## config.mk

```make
export PLATFORM = sky130hd
export DESIGN_NAME = double_to_custom_float
export DESIGN_NICKNAME = d
export VERILOG_FILES = /design/src/dtcf_pkg.sv /design/src/double_to_custom_float.sv
export SDC_FILE = /design/constraint.sdc
export NUM_CORES = 1
export LEC_CHECK = 0
export ABC_AREA = 1
export BUFFER_PORTS_ARGS = -buffer_cell sky130_fd_sc_hd__buf_2
export CELL_PAD_IN_SITES_DETAIL_PLACEMENT = 1
export CELL_PAD_IN_SITES_GLOBAL_PLACEMENT = 1
export CORE_ASPECT_RATIO = 0.75
export CORE_MARGIN = 4
export CORE_UTILIZATION = 30
export DETAILED_ROUTE_END_ITERATION = 16
export GPL_TIMING_DRIVEN = 0
export PLACE_DENSITY_LB_ADDON = 0.1
export RECOVER_POWER = 100
export SETUP_SLACK_MARGIN = 0.05
export SLEW_MARGIN = 40
export SYNTH_ARGS = -nofsm -noshare
export SYNTH_HDL_FRONTEND = slang
export SYNTH_SLANG_ARGS = --single-unit
```

## constraint.sdc

```tcl
create_clock -name clk -period 15.5 [get_ports clk]
set_input_delay 0.775 -clock clk [delete_from_list [all_inputs] [get_ports clk]]
set_output_delay 0.775 -clock clk [all_outputs]
set_load 0.02 [all_outputs]
```

## src/dtcf_pkg.sv

```systemverilog
// Package with constants and types shared by the double to custom float converter.
package dtcf_pkg;
	localparam int OUTPUT_WIDTH = 64;
	localparam int DBL_FRAC_BITS = 52;
	localparam logic [10:0] DBL_EXP_ONES = 11'h7FF;
	localparam logic [10:0] DBL_BIAS = 11'd1023;
	localparam logic [3:0] EXP_W_MIN = 4'd2;
	localparam logic [3:0] EXP_W_MAX = 4'd11;
	localparam logic [6:0] TOT_W_MIN = 7'd4;
	localparam logic [6:0] TOT_W_MAX = 7'(OUTPUT_WIDTH);
	localparam logic [3:0] EXP_W_RESET = 4'd8;
	localparam logic [6:0] TOT_W_RESET = 7'd32;
	localparam logic REG_EXP_W = 1'b0;
	localparam logic REG_TOT_W = 1'b1;

	typedef struct packed {
		logic [63:0] word;
		logic        ovf;
		logic        unf;
	} result_t;
endpackage

```

## src/double_to_custom_float.sv

```systemverilog
// Top level of the double to custom float converter.
// A word at a start edge goes to the input register, then to the result register.
// Throughput: one word per cycle; the input register and the result register form the
// only pipeline, and the conversion between them is a single pass of shifts and an add.
// Reset: arst_n clears the valid flags at once and loads the width registers with 8 and 32.
// The receiver cannot stall; each result is shown for exactly one cycle.
module double_to_custom_float import dtcf_pkg::*; (
	input  logic        clk,
	input  logic        arst_n,
	input  logic        start,
	output logic        busy,
	input  logic [63:0] value_bits,
	input  logic        cfg_we,
	input  logic        cfg_index,
	input  logic [6:0]  cfg_data,
	output logic        done,
	output logic [63:0] packed_word,
	output logic        overflow,
	output logic        underflow
);
	logic [3:0]  exp_w_q;
	logic [6:0]  tot_w_q;
	logic        vld_s1;
	logic [63:0] val_s1;
	logic        vld_s2;
	result_t     res_s2;
	result_t     res;

	logic [6:0]  t;
	logic [3:0]  e;
	logic [6:0]  f;
	logic [63:0] ones_exp;
	logic [63:0] sign_word;
	logic [10:0] dexp;
	logic [51:0] dfrac;
	logic [12:0] biased;
	logic [12:0] bias;
	logic [63:0] fr;
	logic [63:0] tmask;

	assign busy = 1'b0;

	always_ff @(posedge clk or negedge arst_n) begin
		if (!arst_n) begin
			exp_w_q <= EXP_W_RESET;
			tot_w_q <= TOT_W_RESET;
		end else if (cfg_we) begin
			if (cfg_index == REG_EXP_W) exp_w_q <= cfg_data[3:0];
			else tot_w_q <= cfg_data;
		end
	end

	always_comb begin
		t = tot_w_q;
		if (t < TOT_W_MIN) t = TOT_W_MIN;
		if (t > TOT_W_MAX) t = TOT_W_MAX;
		e = exp_w_q;
		if (e < EXP_W_MIN) e = EXP_W_MIN;
		if (e > EXP_W_MAX) e = EXP_W_MAX;
		if ({3'd0, e} > t - 7'd1) e = 4'(t - 7'd1);
		f = t - {3'd0, e} - 7'd1;
		ones_exp = ~(64'hFFFF_FFFF_FFFF_FFFF << e);
		tmask = (t == 7'd64) ? 64'hFFFF_FFFF_FFFF_FFFF : ~(64'hFFFF_FFFF_FFFF_FFFF << t);
		sign_word = {63'd0, val_s1[63]} << (t - 7'd1);
		dexp = val_s1[62:52];
		dfrac = val_s1[51:0];
		bias = 13'(ones_exp[11:1]);
		biased = {2'd0, dexp} - {2'd0, DBL_BIAS} + bias;
		if (f <= 7'(DBL_FRAC_BITS)) fr = {12'd0, dfrac} >> (7'(DBL_FRAC_BITS) - f);
		else fr = {12'd0, dfrac} << (f - 7'(DBL_FRAC_BITS));
		res.ovf = 1'b0;
		res.unf = 1'b0;
		res.word = 64'd0;
		if (dexp == DBL_EXP_ONES) begin
			res.word = sign_word | (ones_exp << f);
			res.ovf = 1'b1;
		end else if (dexp == 11'd0) begin
			if (dfrac != 52'd0) begin
				res.word = sign_word;
				res.unf = 1'b1;
			end
		end else if (!biased[12] && biased >= ones_exp[12:0]) begin
			res.word = sign_word | (ones_exp << f);
			res.ovf = 1'b1;
		end else if (biased[12] || biased == 13'd0) begin
			res.word = sign_word;
			res.unf = 1'b1;
		end else begin
			res.word = sign_word | ({51'd0, biased} << f) | fr;
		end
		res.word = res.word & tmask;
	end

	always_ff @(posedge clk or negedge arst_n) begin
		if (!arst_n) begin
			vld_s1 <= 1'b0;
			vld_s2 <= 1'b0;
		end else begin
			vld_s1 <= start;
			vld_s2 <= vld_s1;
		end
	end

	always_ff @(posedge clk) begin
		if (start) val_s1 <= value_bits;
		if (vld_s1) res_s2 <= res;
	end

	assign done = vld_s2;
	assign packed_word = res_s2.word;
	assign overflow = res_s2.ovf;
	assign underflow = res_s2.unf;
endmodule

```

## After elaboration in Yosys (flattened, before gate mapping)

Index checks and enable logic that the tools add are counted.

| operators by class | value |
|---|---|
| $add $sub $neg | 7 |
| order comparisons | 7 |
| equality and inequality tests | 2 |
| shift operators | 7 |
| muxes and demuxes | 18 |
| bitwise operators | 7 |
| reductions and logical operators | 8 |

Operators by type and width:

| kind | number |
|---|---|
| two-way mux 64 bit | 6 |
| bitwise OR 64 bit | 3 |
| inverter 64 bit | 2 |
| two-way mux 65 bit | 1 |
| AND 64 bit | 1 |
| << shifter 1 x 7 -> 64 bit | 1 |
| << shifter 13 x 7 -> 64 bit | 1 |
| << shifter 52 x 7 -> 64 bit | 1 |
| << shifter 64 x 4 -> 64 bit, first input constant | 1 |
| << shifter 64 x 7 -> 64 bit | 1 |
| << shifter 64 x 7 -> 64 bit, first input constant | 1 |
| >> shifter 52 x 7 -> 64 bit | 1 |
| nonzero test 52 bit | 1 |
| two-way mux 7 bit | 2 |
| subtractor 7 x 1 -> 7 bit, second input constant | 2 |
| adder 12 x 12 -> 13 bit | 1 |
| >= comparator 13 bit | 1 |
| logical NOT 13 bit | 1 |
| two-way mux 4 bit | 3 |
| subtractor 11 x 10 -> 12 bit, second input constant | 1 |
| equality test 11 bit, second input constant | 1 |
| logical NOT 11 bit | 1 |
| equality test 7 bit, second input constant | 1 |
| greater-than comparator 4 x 7 -> 1 bit | 1 |
| other kinds (14) | 20 |

| storage, ports and cells | value |
|---|---|
| register bits after elaboration | 143 |
| output and inout bits | 68 |
| word-level logic and storage cells | 64 |

## Longest topological paths before layout

Gate-level depths: netlist of the first run.

| logic depth | value |
|---|---|
| word-level depth | 18 |
| mapped depth | 46 |
| mapped depth without buffers | 45 |

## Worst setup path after synthesis of the first run

OpenSTA, ideal clock, no wires.

| path | value |
|---|---|
| kind | reg-to-reg |
| from | register tot_w_q[5] |
| to | register res_s2, in the netlist packed_word[20] (data pin) |
| library setup time | 146 ps |
| arrival | 6,948 ps |
| required time | 15,354 ps |
| setup slack | 8,406 ps |
| stages on the path, launching flop included | 40 |
| period minus slack after synthesis | 7,094 ps |
| cell sequence | dfstp_2 -> nor2_4 -> nand3_4 -> nand2_4 -> nor2_1 -> inv_1 -> ha_1 -> nand2_1 -> nand2_2 -> ha_1 -> nand2_1 -> o21ai_0 -> o21ai_0 -> nor2_8 -> nand2_4 -> nand2_1 -> nand2_2 -> ha_1 -> [4 not listed] -> clkbuf_1 -> buf_1 -> ha_1 -> nand2_1 -> inv_1 -> o21ai_0 -> nor2_1 -> clkinv_1 -> nor2_1 -> inv_1 -> clkbuf_1 -> o32ai_1 -> inv_1 -> nand2_1 -> nand2_1 -> nand3_1 -> nand2_1 -> a21oi_1 |

RTL lines:

| element | line | RTL |
|---|---|---|
| start: declaration | double_to_custom_float.sv:22 | `logic [6:0] tot_w_q;` |
| start signal: assignment | double_to_custom_float.sv:49 | `else tot_w_q <= cfg_data;` |
| end signal: assignment | double_to_custom_float.sv:106 | `if (vld_s1) res_s2 <= res;` |
| end: declaration | double_to_custom_float.sv:26 | `result_t res_s2;` |

==> results of run 1 <==
placed cells by master (no fill, tap or decap), types with 14 or more instances in the layout:
cell type  count
nor3_1        26
buf_1         28
clkbuf_1     246
nand2_2       18
or2_2         14
clkbuf_16     17
o221ai_1      15
nand3_1      286
ha_1          37
mux2i_1       36
a21oi_1      152
nor2_1       445
edfxtp_1     130
a31oi_1       27
nand2_1     1004
o21bai_1      20
o21ai_0      489
o211ai_1      45
buf_2         79
o22ai_1       19
nand4_1       27
inv_1        332
o21a_1        17
cell type report:
cell class,instances,area share
antenna,2,0.0002245
clock buffer,19,0.01942
buffer,222,0.04119
multi-input combinational,2802,0.6066
clock inverter,12,0.005443
timing repair buffer,146,0.02867
inverter,353,0.05976
tap,871,0.04888
sequential,143,0.1898
cells by family (layout without fill, tap and decap cells):
family | after synthesis | after routing | share of synthesized area
mux | 36 | 36 | 0.01802
buf+inv | 575 | 752 | 0.1123
xor+xnor | 12 | 12 | 0.006007
fa+ha+maj | 38 | 38 | 0.02415
simple gates | 1866 | 1866 | 0.3901
compound gates | 849 | 849 | 0.2376
other cells | 1 | 3 | 0.0001875
flops | 143 | 143 | 0.2116
synthesized netlist by cell type, types with 20 or more instances:
cell type,instances,area (um^2)
nor3_1,26,130.1
nand2_1,999,3750
clkbuf_1,169,634.4
o21bai_1,20,150.1
edfxtp_1,130,3904
nand4_1,26,162.7
a31oi_1,27,168.9
nor2_1,448,1682
nand3_1,286,1431
nand2_2,20,125.1
o211ai_1,45,337.8
buf_1,32,120.1
o21ai_0,494,2472
ha_1,37,462.9
a21oi_1,152,760.7
mux2i_1,36,360.4
inv_1,331,1242
critical path, delay by kind of cell (launching register included):
kind | cells | cell delay, ns
xor+xnor | 1 | 0.54
simple gates | 16 | 4.44
fa+ha+maj | 5 | 1.68
flops | 1 | 0.33
compound gates | 6 | 1.55
buf+inv | 10 | 4.28
through the flow:
stage	utilization	power [mW]	instance area (um^2)	worst slack [ns]
finish	0.3401	5.422	22300	2.447
detailed placement	0.3341	4.729	21910	4.371
CTS	0.3425	5.177	22460	4.310
global route	0.3400	5.668	22290	2.011
global placement	0.3324	4.737	21800	4.026
floorplan	-	2.962	20000	8.406
worst max path at each step:
stage,endpoint,slack [ns]
final,packed_word[29],2.45
after CTS,packed_word[29],4.31
after detailed placement,packed_word[29],4.37
after floorplan,packed_word[20],8.41
after global placement,packed_word[29],4.03
after global routing,packed_word[29],2.01
registers in the layout, indices dropped and copies added (netlist names):
register,count
val_s1,64
tot_w_q,7
vld_s1,1
exp_w_q,4
done,1
overflow,1
packed_word,64
underflow,1
layer usage:
| layer | vias up | GRT usage |
|---|---|---|
| met5 | - | 0 |
| met1 | 13211 | 0.5466 |
| met4 | 8 | 0.06047 |
| li1 | 12038 | - |
| met2 | 1440 | 0.4588 |
| met3 | 111 | 0.1941 |
power by group through the flow:
stage                     Clock [mW]  Combinational [mW]  Sequential, mW
after floorplan                    0                2.38           0.585
after global placement             0                4.20           0.540
after detailed placement           0                4.19           0.538
after CTS                      0.435                4.21           0.531
after global routing           0.449                4.68           0.539
final                          0.422                4.47           0.533
==> results, run 1 <==
- The fmax is roughly 0.077 GHz.
- The share of synthesized area occupied by flip-flops and latches is 0.2116.
- The critical path is of the reg2reg type.
- The final layout contains around 3.8k nets.
- The total CTS buffers is 17.
- The synthesized design contains roughly 140 register bits.
- The share of async-settable or async-resettable flops after synthesis is 0.09091.
- The antenna violation net count after detailed routing is 0.
- The data arrival at the endpoint of the critical path is between 10 and 15 ns.
- The share of total power dissipated in sequential elements is 0.098.
- The number of global-route vias before repair came to 25.40k.
- For this run, the leading register cell type out of synthesis is edfxtp_1.
- The detailed router finished its first iteration with about 3.4k violations.
- The internal power summed over all cells is between 1.5 and 2 mW.
- Power spread over the standard cell area amounts to ~240 mW/mm^2.
- In the final layout, the multi-input gates occupy ~0.014 mm^2.
- After floorplanning, the core was divided into 81 placement rows.
- The worst max-slew margin expressed relative to the limit is -1.233.
- The number of synthesized flops with an enable pin is 130.
- The met3 wire length is roughly 22 mm.
- The largest net degree at the start of global routing is 57.
- The total DRC errors in the routed layout is 0.
- Among the stages of the critical path, the cell type that occurs most often is nand2_1.
- The post-route minimum period is around 13 ns.
- The number of instances resized during post-cts repair is 0.
- The count of port buffers added during placement is between 100 and 150.
- The flop-to-flop setup slack is around 2.4 ns.
- ~140 I/O pins were placed.
- The mean routed wirelength per cell is just under 30 um.
- The initial antenna violation count is 5.
- The H-tree was split into 4 levels.
- The worst setup path is captured at a flip-flop.
- The number of distinct standard cells referenced by the synthesized netlist is 66.
- The finished layout holds 4570 standard cells, fillers aside.
- TritonCTS built the clock tree.
- Using the TritonRoute via totals, the vias-per-cell ratio works out to between 5 and 6.
- The clock reaches the later pin of the worst-skew pair after between 0.5 and 0.6 ns.
- The clock sink count is 143.
- The amount of wire on met2 after detailed routing is 47.58 mm.
- The cell with the largest stage delay on the worst path is nor2_1.
- After clock tree synthesis, the clock-pin slew on the worst setup and hold paths is approximately 0.060 ns.
- The fraction of final layout cells sized beyond drive strength 1 is 0.05680.
- For this block, the routed nets add up to about 130 mm of wire.
- The total placed cells including tap cells is ~4.5k.
- The floorplan die width is approximately 300 um.
- The total overflow left after global routing is 0.
- Across every metal layer, demand over resource in global routing totals 0.3666.
- The post-route fraction of the period consumed by the critical path is 0.8422.
- In this run the critical register-to-register path is launched from tot_w_q[3].
- The global-route wire length before repair is 186.8 mm.
- The net count after synthesis is between 3k and 4k.
- The post-CTS repair timing setup buffer count is 0.
- The number of pins with negative max-slew slack in the final report is about 100.
- Across the VDD grid, the largest voltage drop is roughly 120 uV.
- The launch point of the worst path is tot_w_q[3].
- The library cell used as clock root buffer is clkbuf_16.
- The number of warning messages in the yosys log is 0.
- The nature of the critical path startpoint is a flip-flop.
- The worst-case clock skew is around 0.019 ns.
- The detailed router used layers up to and including met5.
- The weighted congestion at the end of routability-driven global placement is 1.111.
- The core region is around 0.066 mm^2.
- A synthesized cell averages around 5.7 um^2.
- The post-synthesis cell count is approximately 3.5k.
- The class of the tightest hold or removal check is in2async.
- Of the total power, the clock network draws 0.078.
- The tightest hold path in the finished design has a slack of about 0.31 ns.
- The flow ran to the end, but the final reports show violations.
- In this design, the stage delay of the slowest critical-path cell is between 0.9 and 1 ns.
- Counting cells, the worst reg-to-reg path comes to 38.
- The combinational share of power is 0.824.
- The number of max-capacitance violations reported is 2.
- The actual slew at the worst max-slew pin is 3.349 ns.
- After detailed routing, the wire length on met1 is around 63 mm.
- The data required time at the worst endpoint is approximately 16 ns.
- Of the total power, the share spent switching nets is 0.6793.
- The final reports fail on max-capacitance violations, max-slew violations.
- Counting along the longest clock path gives a buffer depth of 2.
- Setup repair after global routing left no endpoint under its margin.
- The first detailed-routing pass took 5 iterations.
- Measured along the y axis, the die boundary spans approximately 230 um.
- The number of buffers inserted by hold repair at cts is 0.
- The initial utilization of the core area, before any placement, comes to 0.3050.
- The summed instance area of the synthesized netlist is between 0.015 and 0.02 mm^2.
- The final HPWL from detailed placement is ~110 mm.
- After filler insertion, the fill cell instance count of the layout stands at between 8k and 9k.
- The synthesis-to-layout area growth is 11.51%.
- The final number of hold-violating endpoints is 0.
- The worst register-to-register path ends at packed_word[29].
- The flip-flop and latch area is between 0.004 and 0.005 mm^2.
- Setup violations remaining at the end of the flow were counted as 0.
- Setup total negative slack on the finished layout was measured at 0 ns.
- Detailed routing inserted a total of approximately 27k vias.
- The switching power of the nets is between 3 and 4 mW.
- The worst-path maximum fanout is 10.
- The overall die area is between 0.07 and 0.08 mm^2.
- The leakage power figure is roughly 9.6 nW.
No activity file was read; power rests on OpenSTA's default activity.
==> run 2, diff against run 1 <==
==> constraint.sdc (replaced) <==
create_clock -name clk -period 10.5 [get_ports clk]
set_input_delay 0.525 -clock clk [delete_from_list [all_inputs] [get_ports clk]]
set_output_delay 0.525 -clock clk [all_outputs]
set_load 0.02 [all_outputs]
==> results, run 2 (synthesis results as in run 1) <==
- The mean routed wirelength per cell is ~29 um.
- After detailed placement, the total cell area comes to ~0.022 mm^2.
- The tool flagged a number of max-cap violations equal to 2.
- The post-CTS repair timing setup buffer count is 0.
- The effective utilization at floorplan is 0.3050.
- The launch point of the worst path is tot_w_q[3].
- The total congestion overflow after global routing is 0.
- The synthesis-to-layout area growth is 11.58%.
- Of all nets on the critical path, the largest fanout is 10.
- In this run the horizontal extent of the chip is roughly 310 um.
- Once layout is complete, the utilization of the core stands at 0.3403.
- The final number of hold-violating endpoints came to 0.
- Counting I/O delays and the setup requirement, the final critical path takes between 10 and 15 ns.
- Clock tree synthesis inserted a total of 17 buffers.
- The library cell used most frequently in the layout, excluding fill and tap cells, is nand2_1.
- The fraction of final layout cells sized beyond drive strength 1 is 0.05925.
- The total DRC errors in the routed layout is 0.
- The vertical die dimension is about 230 um.
- The filler cell count in the final layout is ~8.9k.
- The leakage power figure is between 9 and 10 nW.
- The last element of the critical path is packed_word[34].
- STA puts the critical path data arrival time at 10.56 ns.
- The critical path's most frequent cell is nand2_1.
- VDD sags by at most approximately 180 uV.
- met1 is the most crowded layer.
- The TritonCTS clock tree is done.
- The antenna violation net count after detailed routing is 0.
- The clock sink count is approximately 140.
- Before antenna repair, the detailed router went through 5 iterations.
- Across every metal layer, demand over resource in global routing totals 0.3666.
- The finished layout cell area is between 0.02 and 0.025 mm^2.
- The worst-case clock skew is roughly 0.023 ns.
- At the end of routability-driven placement, the weighted congestion stood at ~1.1.
- The final HPWL from detailed placement is between 100 and 150 mm.
- The net count reported at finish is between 3k and 4k.
- The first global-routing pass estimated roughly 190 mm of wire.
- The largest buffer count on any clock path is 2.
- The worst setup path is captured at a flip-flop.
- The clock-pin slew of the registers on the worst-case setup and hold paths is ~0.070 ns.
- The data required time at the worst endpoint is ~11 ns.
- The nature of the critical path startpoint is a flip-flop.
- The number of pins with negative max-slew slack in the final report came to between 100 and 150.
- The wire length reported by the detailed router is roughly 130 mm.
- The slowest stage of the critical path belongs to the cell nor2_1.
- The class of the most critical setup path is reg2reg.
- In the layout the commonest cells are nand2_1, o21ai_0, nor2_1, inv_1, nand3_1.
- The die covers 0.07089 mm^2.
- The flop-to-flop setup slack is 0.27 ns.
- At the pin with the least slew margin, the transition time is about 3.3 ns.
- The run finished, with violations left.
- The class of the tightest hold or removal check is in2reg.
- The largest net degree at the start of global routing is 57.
- The global-route met1 utilization is 0.5466.
- Dividing the detail-routed via count by the number of cells gives approximately 5.9.
- The number of global-route vias before repair is ~25k.
- The count of port buffers added during placement is ~140.
- In this run the number of H-tree levels came out at 4.
- In this run the critical register-to-register path is captured at packed_word[34].
- In the finished design, the share of the clock period the worst path needs comes to 0.9743.
- The tree is rooted in a clkbuf_16.
- The floorplan step defined a core boundary enclosing approximately 0.066 mm^2.
- The routed layout has between 20k and 30k vias.
- The global routing met3 resource utilization is 0.1941.
- Setup violations remaining at the end of the flow were counted as 0.
- The floorplan has 81 rows.
- Setup repair after global routing could not meet its margin everywhere.
- The later-pin clock latency in the skew report is about 0.52 ns.
- The count of boundary I/O pins is 144.
- The fmax is 0.09775 GHz.
- The critical path's largest stage delay is around 1.1 ns.
- For met2 alone, demand over resource in global routing was 0.4588.
- The worst reg2reg path depth is 38.
- The power per standard cell area is ~360 mW/mm^2.
- The final reports fail on max-capacitance violations, max-slew violations.
- The initial antenna violation count is 5.
- The worst max-slew margin expressed relative to the limit is -1.219.
- The first routing iteration left around 3.3k violations.
- The worst flop-to-flop path startpoint is tot_w_q[3].
run 2: power by group:
part           leakage [nW]  internal [mW]  total, mW  switching [mW]
sequential             1.46          0.741      0.786          0.0457
clock                 0.270          0.344      0.623           0.279
combinational          7.91           1.48       6.61            5.13
total                  9.64           2.56       8.02            5.46
run 2: cell type report:
| cell class | instances | area (um^2) | share of cell area |
|---|---|---|---|
| Clock inverter | 12 | 121.4 | 0.005439 |
| Timing Repair Buffer | 147 | 649.4 | 0.02910 |
| Clock buffer | 19 | 432.9 | 0.01940 |
| Antenna cell | 1 | 2.502 | 0.0001122 |
| Inverter | 353 | 1333 | 0.05972 |
| Tap cell | 871 | 1090 | 0.04884 |
| Sequential cell | 143 | 4232 | 0.1896 |
| Buffer | 220 | 879.6 | 0.03942 |
| Multi-Input combinational cell | 2802 | 13570 | 0.6083 |
run 2: per-stage QoR:
stage | cells | total power, mW | setup TNS [ns] | worst slack [ns] | hold slack (ns)
final | 4568 | 8.020 | 0 | 0.2699 | 0.1832
after detailed placement | 4537 | 6.981 | -4.996 | -0.6292 | 0.4342
after CTS | 4569 | 7.647 | 0 | 0.1189 | 0.1557
after global routing | 4567 | 8.379 | 0 | 0.006819 | 0.1660
after floorplan | 3520 | 4.373 | 0 | 3.406 | 0.2294
after global placement | 4533 | 6.993 | -12.74 | -0.9740 | 0.4378
run 2: critical path: cells and delay by family (launching register included):
kind,cells,cell delay (ns)
adder cells (fa/ha/maj),4,1.31
buffers and inverters,5,1.38
flip-flops,1,0.33
AO/OA/AOI/OAI,6,1.75
AND/OR/NAND/NOR,23,5.18
run 2: how the worst min path moves through the flow:
stage               cells after the start         end      startpoint  slack (ns)
finish                                  1  val_s1[25]  value_bits[25]        0.18
global route                            1  val_s1[18]  value_bits[18]        0.17
CTS                                     1  val_s1[18]  value_bits[18]        0.16
detailed placement                      1  tot_w_q[0]          arst_n        0.43
global placement                        1  tot_w_q[0]          arst_n        0.44
floorplan                               0        done          arst_n        0.23
run 2: timing repair:
action	4_1_cts	5_1_grt
hold buffers	1	0
endpoints found under the setup margin	23	41
hold endpoints to repair	11	0
gates resized for setup	4	9
run 2: routing by layer:
| layer | part of all wire | vias to the layer above |
|---|---|---|
| met4 | 0.015 | 8 |
| met1 | 0.47 | 13160 |
| met5 | 0.00044 | - |
| li1 | - | 12038 |
| met3 | 0.16 | 111 |
| met2 | 0.36 | 1481 |
